## src/rtl/core/cpsr_pkg.sv

```systemverilog
// Shared types and constants for the code point script range lookup block.
`default_nettype none

package cpsr_pkg;

    // Field widths of the input and result beats.
    localparam int CMD_W      = 2;
    localparam int SLOT_W     = 13;
    localparam int CP_W       = 21;
    localparam int LEN_W      = 21;
    localparam int SCRIPT_W   = 8;

    // Configuration register widths.
    localparam int LIMIT_W    = 14;
    localparam int COUNT_W    = 12;
    localparam int CFG_IDX_W  = 2;
    localparam int CFG_DATA_W = 14;

    // Command codes carried by the cmd field.
    localparam logic [CMD_W-1:0] CMD_LOAD_RANGE  = 2'd0;
    localparam logic [CMD_W-1:0] CMD_LOAD_DIRECT = 2'd1;
    localparam logic [CMD_W-1:0] CMD_LOOKUP      = 2'd2;

    // Configuration register indexes.
    localparam logic [CFG_IDX_W-1:0] CFG_DIRECT_LIMIT  = 2'd0;
    localparam logic [CFG_IDX_W-1:0] CFG_RANGES_IN_USE = 2'd1;
    localparam logic [CFG_IDX_W-1:0] CFG_UNKNOWN_CODE  = 2'd2;

    // Configuration reset values.
    localparam logic [LIMIT_W-1:0]  DIRECT_LIMIT_RST  = 14'd8192;
    localparam logic [COUNT_W-1:0]  RANGES_IN_USE_RST = 12'd0;
    localparam logic [SCRIPT_W-1:0] UNKNOWN_CODE_RST  = 8'd61;

    // One entry of the sorted range table.
    typedef struct packed {
        logic [CP_W-1:0]     start;
        logic [LEN_W-1:0]    length;
        logic [SCRIPT_W-1:0] script;
    } range_entry_t;

    // Controller states.
    typedef enum logic [1:0] {
        ST_IDLE,
        ST_DIRECT,
        ST_SEARCH,
        ST_EMIT
    } state_t;

    // Commands from the controller to the datapath.
    typedef struct packed {
        logic load_range;
        logic load_direct;
        logic start_search;
        logic take_direct;
        logic search_step;
        logic take_miss;
        logic emit;
    } ctrl_cmd_t;

    // Status from the datapath to the controller.
    typedef struct packed {
        logic in_direct;
        logic count_zero;
        logic hit;
        logic more;
        logic out_busy;
    } dp_status_t;

endpackage

`default_nettype wire

```

## src/rtl/core/cpsr_ctrl.sv

```systemverilog
// Controller state machine that sequences loads, direct reads and range searches.
`default_nettype none

module cpsr_ctrl (
    input  wire logic                         clk,
    input  wire logic                         rst_n,
    input  wire logic                         in_valid,
    input  wire logic [cpsr_pkg::CMD_W-1:0]   in_cmd,
    input  wire cpsr_pkg::dp_status_t         status,
    output logic                              in_stall,
    output cpsr_pkg::ctrl_cmd_t               cmd_out
);

    cpsr_pkg::state_t state_reg;
    cpsr_pkg::state_t state_next;

    // State register.
    always_ff @(posedge clk or negedge rst_n)
    begin
        if (!rst_n)
        begin
            state_reg <= cpsr_pkg::ST_IDLE;
        end
        else
        begin
            state_reg <= state_next;
        end
    end

    // Next state and datapath commands.
    always_comb
    begin
        state_next = state_reg;
        cmd_out    = '0;
        in_stall   = 1'b1;

        unique case (state_reg)
            cpsr_pkg::ST_IDLE:
            begin
                in_stall = 1'b0;
                if (in_valid)
                begin
                    unique case (in_cmd)
                        cpsr_pkg::CMD_LOAD_RANGE:
                        begin
                            cmd_out.load_range = 1'b1;
                        end
                        cpsr_pkg::CMD_LOAD_DIRECT:
                        begin
                            cmd_out.load_direct = 1'b1;
                        end
                        cpsr_pkg::CMD_LOOKUP:
                        begin
                            priority if (status.in_direct)
                            begin
                                state_next = cpsr_pkg::ST_DIRECT;
                            end
                            else if (status.count_zero)
                            begin
                                cmd_out.take_miss = 1'b1;
                                state_next        = cpsr_pkg::ST_EMIT;
                            end
                            else
                            begin
                                cmd_out.start_search = 1'b1;
                                state_next           = cpsr_pkg::ST_SEARCH;
                            end
                        end
                        default:
                        begin
                            // The unused command is taken and dropped.
                            state_next = cpsr_pkg::ST_IDLE;
                        end
                    endcase
                end
            end

            cpsr_pkg::ST_DIRECT:
            begin
                // Direct table data is registered and ready now.
                cmd_out.take_direct = 1'b1;
                state_next          = cpsr_pkg::ST_EMIT;
            end

            cpsr_pkg::ST_SEARCH:
            begin
                // One probe of the range table per cycle.
                cmd_out.search_step = 1'b1;
                priority if (status.hit)
                begin
                    state_next = cpsr_pkg::ST_EMIT;
                end
                else if (!status.more)
                begin
                    cmd_out.take_miss = 1'b1;
                    state_next        = cpsr_pkg::ST_EMIT;
                end
                else
                begin
                    state_next = cpsr_pkg::ST_SEARCH;
                end
            end

            cpsr_pkg::ST_EMIT:
            begin
                // Wait until the output register can take the result.
                if (!status.out_busy)
                begin
                    cmd_out.emit = 1'b1;
                    state_next   = cpsr_pkg::ST_IDLE;
                end
            end

            default:
            begin
                state_next = cpsr_pkg::ST_IDLE;
            end
        endcase
    end

endmodule

`default_nettype wire

```

## config.mk

```make
export PLATFORM = sky130hd
export DESIGN_NAME = cpsr_ctrl
export DESIGN_NICKNAME = d
export VERILOG_FILES = /design/src/rtl/core/cpsr_pkg.sv /design/src/rtl/core/cpsr_ctrl.sv
export SDC_FILE = /design/constraint.sdc
export NUM_CORES = 1
export LEC_CHECK = 0
export ABC_AREA = 1
export BUFFER_PORTS_ARGS = -buffer_cell sky130_fd_sc_hd__buf_2
export CAP_MARGIN = 20
export CORE_AREA = 2 2 39 41
export DETAILED_ROUTE_END_ITERATION = 12
export DIE_AREA = 0 0 41 43
export GPL_ROUTABILITY_DRIVEN = 1
export SKIP_CTS_REPAIR_TIMING = 1
export SYNTH_ARGS = -nofsm -noshare
export SYNTH_HDL_FRONTEND = slang
export SYNTH_SLANG_ARGS = --single-unit
```

## constraint.sdc

```tcl
create_clock -name clk -period 1.1 [get_ports clk]
set_input_delay 0.055 -clock clk [delete_from_list [all_inputs] [get_ports clk]]
set_output_delay 0.055 -clock clk [all_outputs]
set_load 0.05 [all_outputs]
```

==> results of run 1 <==
[through the flow]
stage | TNS (ns) | hold WS (ns) | utilization [%] | total power, W | cell area, µm²
after detailed placement | -0.937 | -0.159 | 37.2 | 0.000934 | 514
after global routing | -2.55 | 0.141 | 49.9 | 0.00146 | 691
final | -1.90 | 0.139 | 49.9 | 0.00136 | 691
after CTS | -2.76 | -0.403 | 38.8 | 0.00111 | 537
after global placement | -0.802 | -0.159 | 37.2 | 0.000923 | 514
after floorplan | -1.12 | -0.241 | - | 0.000653 | 344
[power groups by stage]
| stage | logic [W] | registers (W) | clock network (W) |
|---|---|---|---|
| 6_report | 0.00109 | 0.000110 | 0.000160 |
| 5_1_grt | 0.00117 | 0.000113 | 0.000177 |
| 4_1_cts | 0.000824 | 0.000111 | 0.000175 |
| 3_5_place_dp | 0.000822 | 0.000112 | 0 |
| 3_3_place_gp | 0.000811 | 0.000112 | 0 |
| 2_1_floorplan | 0.000534 | 0.000118 | 0 |
[worst register-to-register path: stages, from the launching register on]
cell     delay, ns
dfrtp_1       0.37
inv_2         0.09
ha_4          0.22
inv_8         0.05
buf_12        0.12
o21ai_4       0.16
inv_2         0.06
nand2_1       0.06
nand2_1       0.05
[placed cells by master, fill, tap and decap left out, types with 2 or more instances in the layout]
cell type  count
nand2_1       14
inv_1          4
dfrtp_1        2
inv_2          6
nand3_1        2
buf_6          7
nor2_2         2
nand2_2        3
buf_8          3
clkbuf_4       3
buf_4          7
buf_2          9
ha_4           3
[final cells by class]
cell class	count	area [µm²]
clock buffer	3	22.5
fill	131	693
inverter	11	48.8
multi-input combinational	32	298
sequential	2	50.0
tap	16	20.0
timing repair buffer	28	251
[path summary, 6_finish.rpt]
path,cells after the start,slack [ns],endpoint
worst max-delay path,5,-0.23,cmd_out[6]
worst min-delay path,2,0.14,state_reg[1]
worst max register to register,8,-0.19,state_reg[0]
worst min register to register,4,0.74,state_reg[1]
max in group asynchronous,2,0.86,state_reg[0]
min in group clk,5,0.24,state_reg[1]
[layer usage]
metal	wire length (µm)	GRT usage [%]	up-vias	part of all wire, %
met1	317	9.94	174	37
li1	-	-	197	-
met2	510	16.3	11	59
met3	36	4.71	0	4.2
met4	0	8.00	0	0
met5	0	0	-	0
[kinds of logic (layout without fill, tap and decap cells)]
kind of cell               after synthesis  in the layout  share of synthesized area, %
AOI/OAI and AO/OA                        2              2                          8.30
adders and majority gates                4              4                          18.4
buffers and inverters                   11             42                          15.2
DFF                                      2              2                          18.4
and+or+nand+nor                         26             26                          39.6
==> results.cfg, run 1 <==
[synth]
avgSynthCellArea_um2 = 6.03
yosysUniqueCellTypes = 12
synth_enable_flop_cells = 0
ys_seq_elements = 2
syn_nets = 59
synth.top_cell.area_share_pct = 24.9
synth_warnings = 0
synth-main-ff-cell = dfrtp_1
synthTopCellsByCount = 18 x nand2_1, 7 x inv_1, 4 x ha_1, 4 x inv_2, 3 x nand3_1
netlist_instances = 45
syn-cell-area_um2 = 272
synth.most_common_cell = nand2_1
yosysSeqAreaShare_pct = 18.4
synth_top_cell_by_area = nand2_1
ys_top_cells_by_area = nand2_1 25%, dfrtp_1 18%, ha_1 18%
synthArstFlopShare_pct = 100

[detailed_routing]
drt-total-wl_um = 865
vias = 382
first_iter_violations = 0
ant_nets = 0
routedWlPerCell_um = 9.40
firstDrtPassIters = 1
drc = 0
drt-vias-per-instance = 4.15

[global_routing]
grt-ovfl-total = 0
grt_pass1_wl_mm = 1.19
grt_antenna_before_repair = 0
globalRouteTotalUtil_pct = 10.4
grt_pass1_vias = 324
grt_max_degree = 5

[sta]
worst_pin_slew_ns = 0.201
fmax_ghz = 0.750
setup_violations = 10
fin_crit_sh_pct = 121
rsz0062_at_grt = yes
finClkSkew_ns = 0.00537
slew_headroom_pct = 86.5
hold_violations = 0
period_needed_ns = 1.33
report.final.slew_viol_count = 0
setup_ws_ns = -0.234

[placement]
dp_slack_ns = -0.200
dp_cells = 85
place_congestion = 0.683
io_buffer_count = 17
hpwl_um = 632

[hold_path]
hp-class = in2async

[outcome]
status = finished with violations
violations = negative setup slack

[layout]
fin_cells = 92
antennaDiodeCount = 0
drive_above_1_share_pct = 69.7
areaGrowthSynthToFinish_pct = 154
largest_reg_flops = 2
nets = 92

[power]
switching_share_pct = 46.2
p_clk_share_pct = 11.8
seqPwrFrac_pct = 8.1
peakVddDrop_mv = 1.07
p_switching_w = 0.000631
p_comb_share_pct = 80.2
power_density_mw_per_mm2 = 1970
p_leak_nw = 0.338
p_int_w = 0.000733

[critical_path]
crit_arrival_ns = 1.28
path_class = reg2out
start_kind = flip-flop
endpoint_kind = output port
rr_startpoint = state_reg[0]
cp-startpoint = state_reg[0]
cp_max_fo = 4
crit_required_ns = 1.04
critPathTopFamily = flip-flops
critPathBufInv = 2
max_stage_delay_ns = 0.37
crit_chain = inv_2, ha_4, nand2_4, nor3_4, buf_6
critPathSlowestCell = dfrtp_1

[cts]
htreeDepth = 1
cts-root-buf = clkbuf_4
cts.clk_slew.worst_paths_ns = 0.03
clock_sinks = 2
clock_path_buffers = 2
numCtsBuffers = 3
insertion_delay_ns = 0.22
cts_tree = yes

[die]
coreArea_mm2 = 0.00138
dieWidth_um = 41
row_count = 14
start_util_pct = 19.6
fp.dieArea_mm2 = 0.00176
die_y_um = 43
io_pins = 18

[run]
cap_violations = 0
Power figures use the tool's default switching activity.
==> run 2, diff against run 1 <==
--- a/config.mk
+++ b/config.mk
@@ -5,7 +5,6 @@
 export SDC_FILE = /design/constraint.sdc
 export NUM_CORES = 1
 export LEC_CHECK = 0
-export ABC_AREA = 1
 export BUFFER_PORTS_ARGS = -buffer_cell sky130_fd_sc_hd__buf_2
 export CAP_MARGIN = 20
 export CORE_AREA = 2 2 39 41
==> run 2 against run 1 <==
Compared with the run above: the run still ends with negative setup slack left; synthesized area shrank 7.8%; synthesized cell count decreased by 40%; critical path depth stayed put; wire length decreased by 18%; setup slack got worse by 0.15 ns; design area is 13% lower; non-clock buffer count is the same; register-to-register slack got worse by 0.09 ns; sequential cell count stayed put; critical endpoint is now cmd_out[1].
==> results.cfg, run 2 <==
[outcome]
status = finished with violations
violations = negative setup slack

[sta]
setup_violations = 10
hold_violations = 0
slew_headroom_pct = 86.4
worst_pin_slew_ns = 0.202
report.final.slew_viol_count = 0
rsz0062_at_grt = yes
finClkSkew_ns = 0.000118
fin_crit_sh_pct = 135
final.setup.tns_ns = -2.55
period_needed_ns = 1.49
setup_ws_ns = -0.387
fmax_ghz = 0.672

[die]
fp.dieArea_mm2 = 0.00176
start_util_pct = 18.1
dieWidth_um = 41
row_count = 14
coreArea_mm2 = 0.00138
io_pins = 18
die_y_um = 43

[cts]
insertion_delay_ns = 0.22
numCtsBuffers = 3
cts-root-buf = clkbuf_4
clock_path_buffers = 2
cts.clk_slew.worst_paths_ns = 0.03
htreeDepth = 1
cts_tree = yes
clock_sinks = 2

[global_routing]
globalRouteTotalUtil_pct = 10.1
grt_pass1_wl_mm = 1.15
grt-ovfl-total = 0
grt_pass1_vias = 299
grt_antenna_before_repair = 0
grt_max_degree = 6

[critical_path]
endpoint_kind = output port
crit_arrival_ns = 1.43
crit_required_ns = 1.04
path_class = reg2out
cp_max_fo = 4
start_kind = flip-flop

[synth]
ys_seq_elements = 2
yosysSeqAreaShare_pct = 20.0
ys_top_cells_by_area = dfrtp_1 20%, ha_1 20%, mux2i_1 8.0%
avgSynthCellArea_um2 = 9.27
syn_nets = 41
synth_top_cell_by_area = dfrtp_1
syn-cell-area_um2 = 250
netlist_instances = 27
synth_enable_flop_cells = 0
synth-main-ff-cell = dfrtp_1
yosysUniqueCellTypes = 17
synth_warnings = 0
synth.top_cell.area_share_pct = 20.0
synthTopCellsByCount = 4 x ha_1, 4 x nor2_1
synthArstFlopShare_pct = 100

[run]
cap_violations = 0

[power]
p_switching_w = 0.000541
seqPwrFrac_pct = 9.2
p_comb_share_pct = 77.4
p_leak_nw = 0.286
p_clk_share_pct = 13.4
power_density_mw_per_mm2 = 2030
power_w = 0.00122
peakVddDrop_mv = 1.05
p_int_w = 0.000676
switching_share_pct = 44.5

[placement]
place_congestion = 0.722
hpwl_um = 606
io_buffer_count = 17
dp_slack_ns = -0.261
placed_cell_area_um2 = 495

[detailed_routing]
vias = 313
drc = 0
routedWlPerCell_um = 9.55
first_iter_violations = 0
ant_nets = 0
drt-total-wl_um = 707
firstDrtPassIters = 1
drt-vias-per-instance = 4.23

[layout]
layout_common_cells = 9 x buf_2, 9 x buf_4, 7 x buf_6, 3 x nor2_1, 3 x clkbuf_4
largest_reg_flops = 2
design_area_um2 = 601
drive_above_1_share_pct = 79.3
antennaDiodeCount = 0
nets = 74
areaGrowthSynthToFinish_pct = 140

[hold_path]
hp-class = in2async
## run 2: cell types whose count changed in the layout (fill, tap and decap cells not counted), moves of 3 or more
cell / before / now
inv_2: 6 / 2
nand2_1: 14 / 1
inv_1: 4 / 0
nor2_1: 0 / 3
## run 2: logic make-up after synthesis
family	count (synthesis)	synth area share [%]
multiplexers	2	8.00
buffers and inverters	3	4.50
flip-flops	2	20.0
AO/OA/AOI/OAI	4	15.0
adder cells (fa/ha/maj)	4	20.0
AND/OR/NAND/NOR	12	32.5
## run 2: worst paths after layout
path,start,end,slack (ns),cells after the start
min,rst_n,state_reg[0],0.14,2
max,state_reg[0],cmd_out[1],-0.39,5
min reg2reg,state_reg[0],state_reg[0],0.59,2
max reg2reg,state_reg[1],state_reg[0],-0.28,7
max in group asynchronous,rst_n,state_reg[1],0.86,2
min in group clk,status[0],state_reg[1],0.22,3
## run 2: layout make-up
| cell class | instances | area (µm²) |
|---|---|---|
| Inverter | 3 | 16.3 |
| Multi-Input combinational cell | 22 | 255 |
| Fill cell | 132 | 783 |
| Clock buffer | 3 | 22.5 |
| Timing Repair Buffer | 28 | 236 |
| Sequential cell | 2 | 50.0 |
| Tap cell | 16 | 20.0 |
## run 2: worst max-delay path, stage by stage (launching register included)
cell      delay, ns
dfrtp_1        0.34
inv_2          0.06
ha_4           0.16
and4bb_2       0.24
a32o_2         0.25
buf_6          0.15
## run 2: per-stage QoR
stage | std cells | utilization, % | hold WS (ns)
after global placement | 69 | 35.8 | -0.159
after detailed placement | 69 | 35.8 | -0.158
final | 74 | 43.4 | 0.143
after global routing | 74 | 43.4 | 0.153
after CTS | 72 | 37.4 | -0.403
after floorplan | 27 | - | -0.241
## run 2: metal layers
layer / vias up / wire [µm] / track usage [%]
met3: 0 / 41 / 3.14
met4: 0 / 0 / 8.00
met1: 140 / 269 / 10.9
met5: - / 0 / 0
met2: 11 / 396 / 15.3
li1: 162 / - / -
## run 2: power by group through the flow
| stage | Combinational [W] | Clock [W] | Sequential, W |
|---|---|---|---|
| 6_report | 0.000943 | 0.000163 | 0.000112 |
| 3_3_place_gp | 0.000820 | 0 | 0.000112 |
| 3_5_place_dp | 0.000825 | 0 | 0.000113 |
| 5_1_grt | 0.00102 | 0.000178 | 0.000115 |
| 2_1_floorplan | 0.000529 | 0 | 0.000124 |
| 4_1_cts | 0.000829 | 0.000178 | 0.000112 |
==> run 3, diff against run 2 <==
--- a/config.mk
+++ b/config.mk
@@ -11,6 +11,7 @@
 export DETAILED_ROUTE_END_ITERATION = 12
 export DIE_AREA = 0 0 41 43
 export GPL_ROUTABILITY_DRIVEN = 1
+export PLACE_DENSITY_LB_ADDON = 0.12
 export SKIP_CTS_REPAIR_TIMING = 1
 export SYNTH_ARGS = -nofsm -noshare
 export SYNTH_HDL_FRONTEND = slang
==> run 3 against run 2 <==
Compared with the run above: register-to-register slack gained 0.06 ns; global-route usage shrank 0.18 points; design area decreased by 2.3%; largest power group unchanged; clock power fell by 3%; the run still ends with negative setup slack left; sequential power barely moved; critical path type unchanged; fmax decreased by 0.73%; first-iteration DRC count unchanged.
==> results.cfg, run 3 (synthesis results as in run 2) <==
[run]
cap_violations = 0

[cts]
insertion_delay_ns = 0.22
numCtsBuffers = 3
cts-root-buf = clkbuf_4
cts.clk_slew.worst_paths_ns = 0.03
htreeDepth = 1
clock_path_buffers = 2
cts_tree = yes
clock_sinks = 2

[power]
power_density_mw_per_mm2 = 2040
peakVddDrop_mv = 1.01
power_w = 0.00120
p_leak_nw = 0.273

[sta]
final.setup.tns_ns = -2.42
setup_violations = 10
rsz0062_at_grt = yes
report.final.slew_viol_count = 0
slew_headroom_pct = 86.5
fmax_ghz = 0.667
worst_pin_slew_ns = 0.201
fin_crit_sh_pct = 136
hold_ws_ns = 0.149
hold_violations = 0
finClkSkew_ns = 0.000988
setup_ws_ns = -0.398
period_needed_ns = 1.50

[layout]
largest_reg_flops = 2
antennaDiodeCount = 0
layout_common_cells = 9 x buf_2, 7 x buf_6, 7 x buf_4
fillers = 134
areaGrowthSynthToFinish_pct = 135
drive_above_1_share_pct = 75.0
nets = 72
fin_util_pct = 42.4
layout_commonest_cell = buf_2

[die]
die_y_um = 43
fp.dieArea_mm2 = 0.00176
io_pins = 18
start_util_pct = 18.1
row_count = 14
coreArea_mm2 = 0.00138
dieWidth_um = 41

[critical_path]
crit_arrival_ns = 1.44
path_class = reg2out
cp_max_fo = 3
rr_worst_depth = 6
endpoint_kind = output port
start_kind = flip-flop
rr_endpoint = state_reg[0]
crit_required_ns = 1.04
r2r_setup_slack_ns = -0.22
rr_startpoint = state_reg[1]

[detailed_routing]
vias = 313
routedWlPerCell_um = 10.5
drt-vias-per-instance = 4.35
firstDrtPassIters = 1
first_iter_violations = 0
drt-total-wl_um = 757
drc = 0
ant_nets = 0

[placement]
place_congestion = 0.660
hpwl_um = 649
io_buffer_count = 17

[global_routing]
grt_pass1_vias = 290
grt_max_degree = 6
globalRouteTotalUtil_pct = 9.95
grt_antenna_before_repair = 0
grt-ovfl-total = 0
grt_pass1_wl_mm = 1.16

[hold_path]
hp-class = in2async

[outcome]
violations = negative setup slack
status = finished with violations
-- run 3: cell count changes in the layout (fill, tap and decap cells not counted) --
cell     change
ha_2         -1
nor3b_2      -1
buf_4        -2
ha_4         +1
nor3b_1      +1
a21oi_1      +1
a21oi_2      -1
-- run 3: layout make-up --
type	count	area (µm²)	share of cell area [%]
clock buffer	3	22.5	3.84
timing repair buffer	26	221	37.7
multi-input combinational	22	256	43.7
sequential	2	50.0	8.53
inverter	3	16.3	2.77
tap	16	20.0	3.41
-- run 3: critical path: stages, from the launching register on --
cell	delay, ns
dfrtp_1	0.35
inv_2	0.07
ha_4	0.16
and4bb_2	0.24
a32o_2	0.25
buf_6	0.15
-- run 3: worst max path at each step --
| stage | startpoint | end | depth (start not counted) |
|---|---|---|---|
| finish | state_reg[1] | cmd_out[1] | 5 |
| global route | state_reg[1] | cmd_out[1] | 5 |
| CTS | state_reg[1] | cmd_out[1] | 5 |
| detailed placement | state_reg[1] | cmd_out[1] | 5 |
| global placement | state_reg[1] | cmd_out[1] | 5 |
| floorplan | state_reg[0] | cmd_out[6] | 4 |
-- run 3: per-stage QoR --
step	setup slack, ns	instances	cell area [µm²]
after detailed placement	-0.269	67	480
after floorplan	-0.326	27	310
final	-0.398	72	587
after CTS	-0.510	70	503
after global placement	-0.228	67	480
after global routing	-0.460	72	587
-- run 3: per-layer routing --
| metal | GRT usage (%) | part of all wire (%) |
|---|---|---|
| met5 | 0 | 0 |
| met1 | 10.0 | 37 |
| met4 | 6.00 | 0 |
| met3 | 3.14 | 5.7 |
| met2 | 16.6 | 57 |
-- run 3: power by group --
group / leakage [nW] / switching, W / total, W / internal (W)
Combinational: 0.233 / 0.000487 / 0.000924 / 0.000437
Sequential: 0.0264 / 0.0000149 / 0.000113 / 0.0000980
Clock: 0.0138 / 0.0000381 / 0.000158 / 0.000120
Total: 0.273 / 0.000540 / 0.00120 / 0.000655
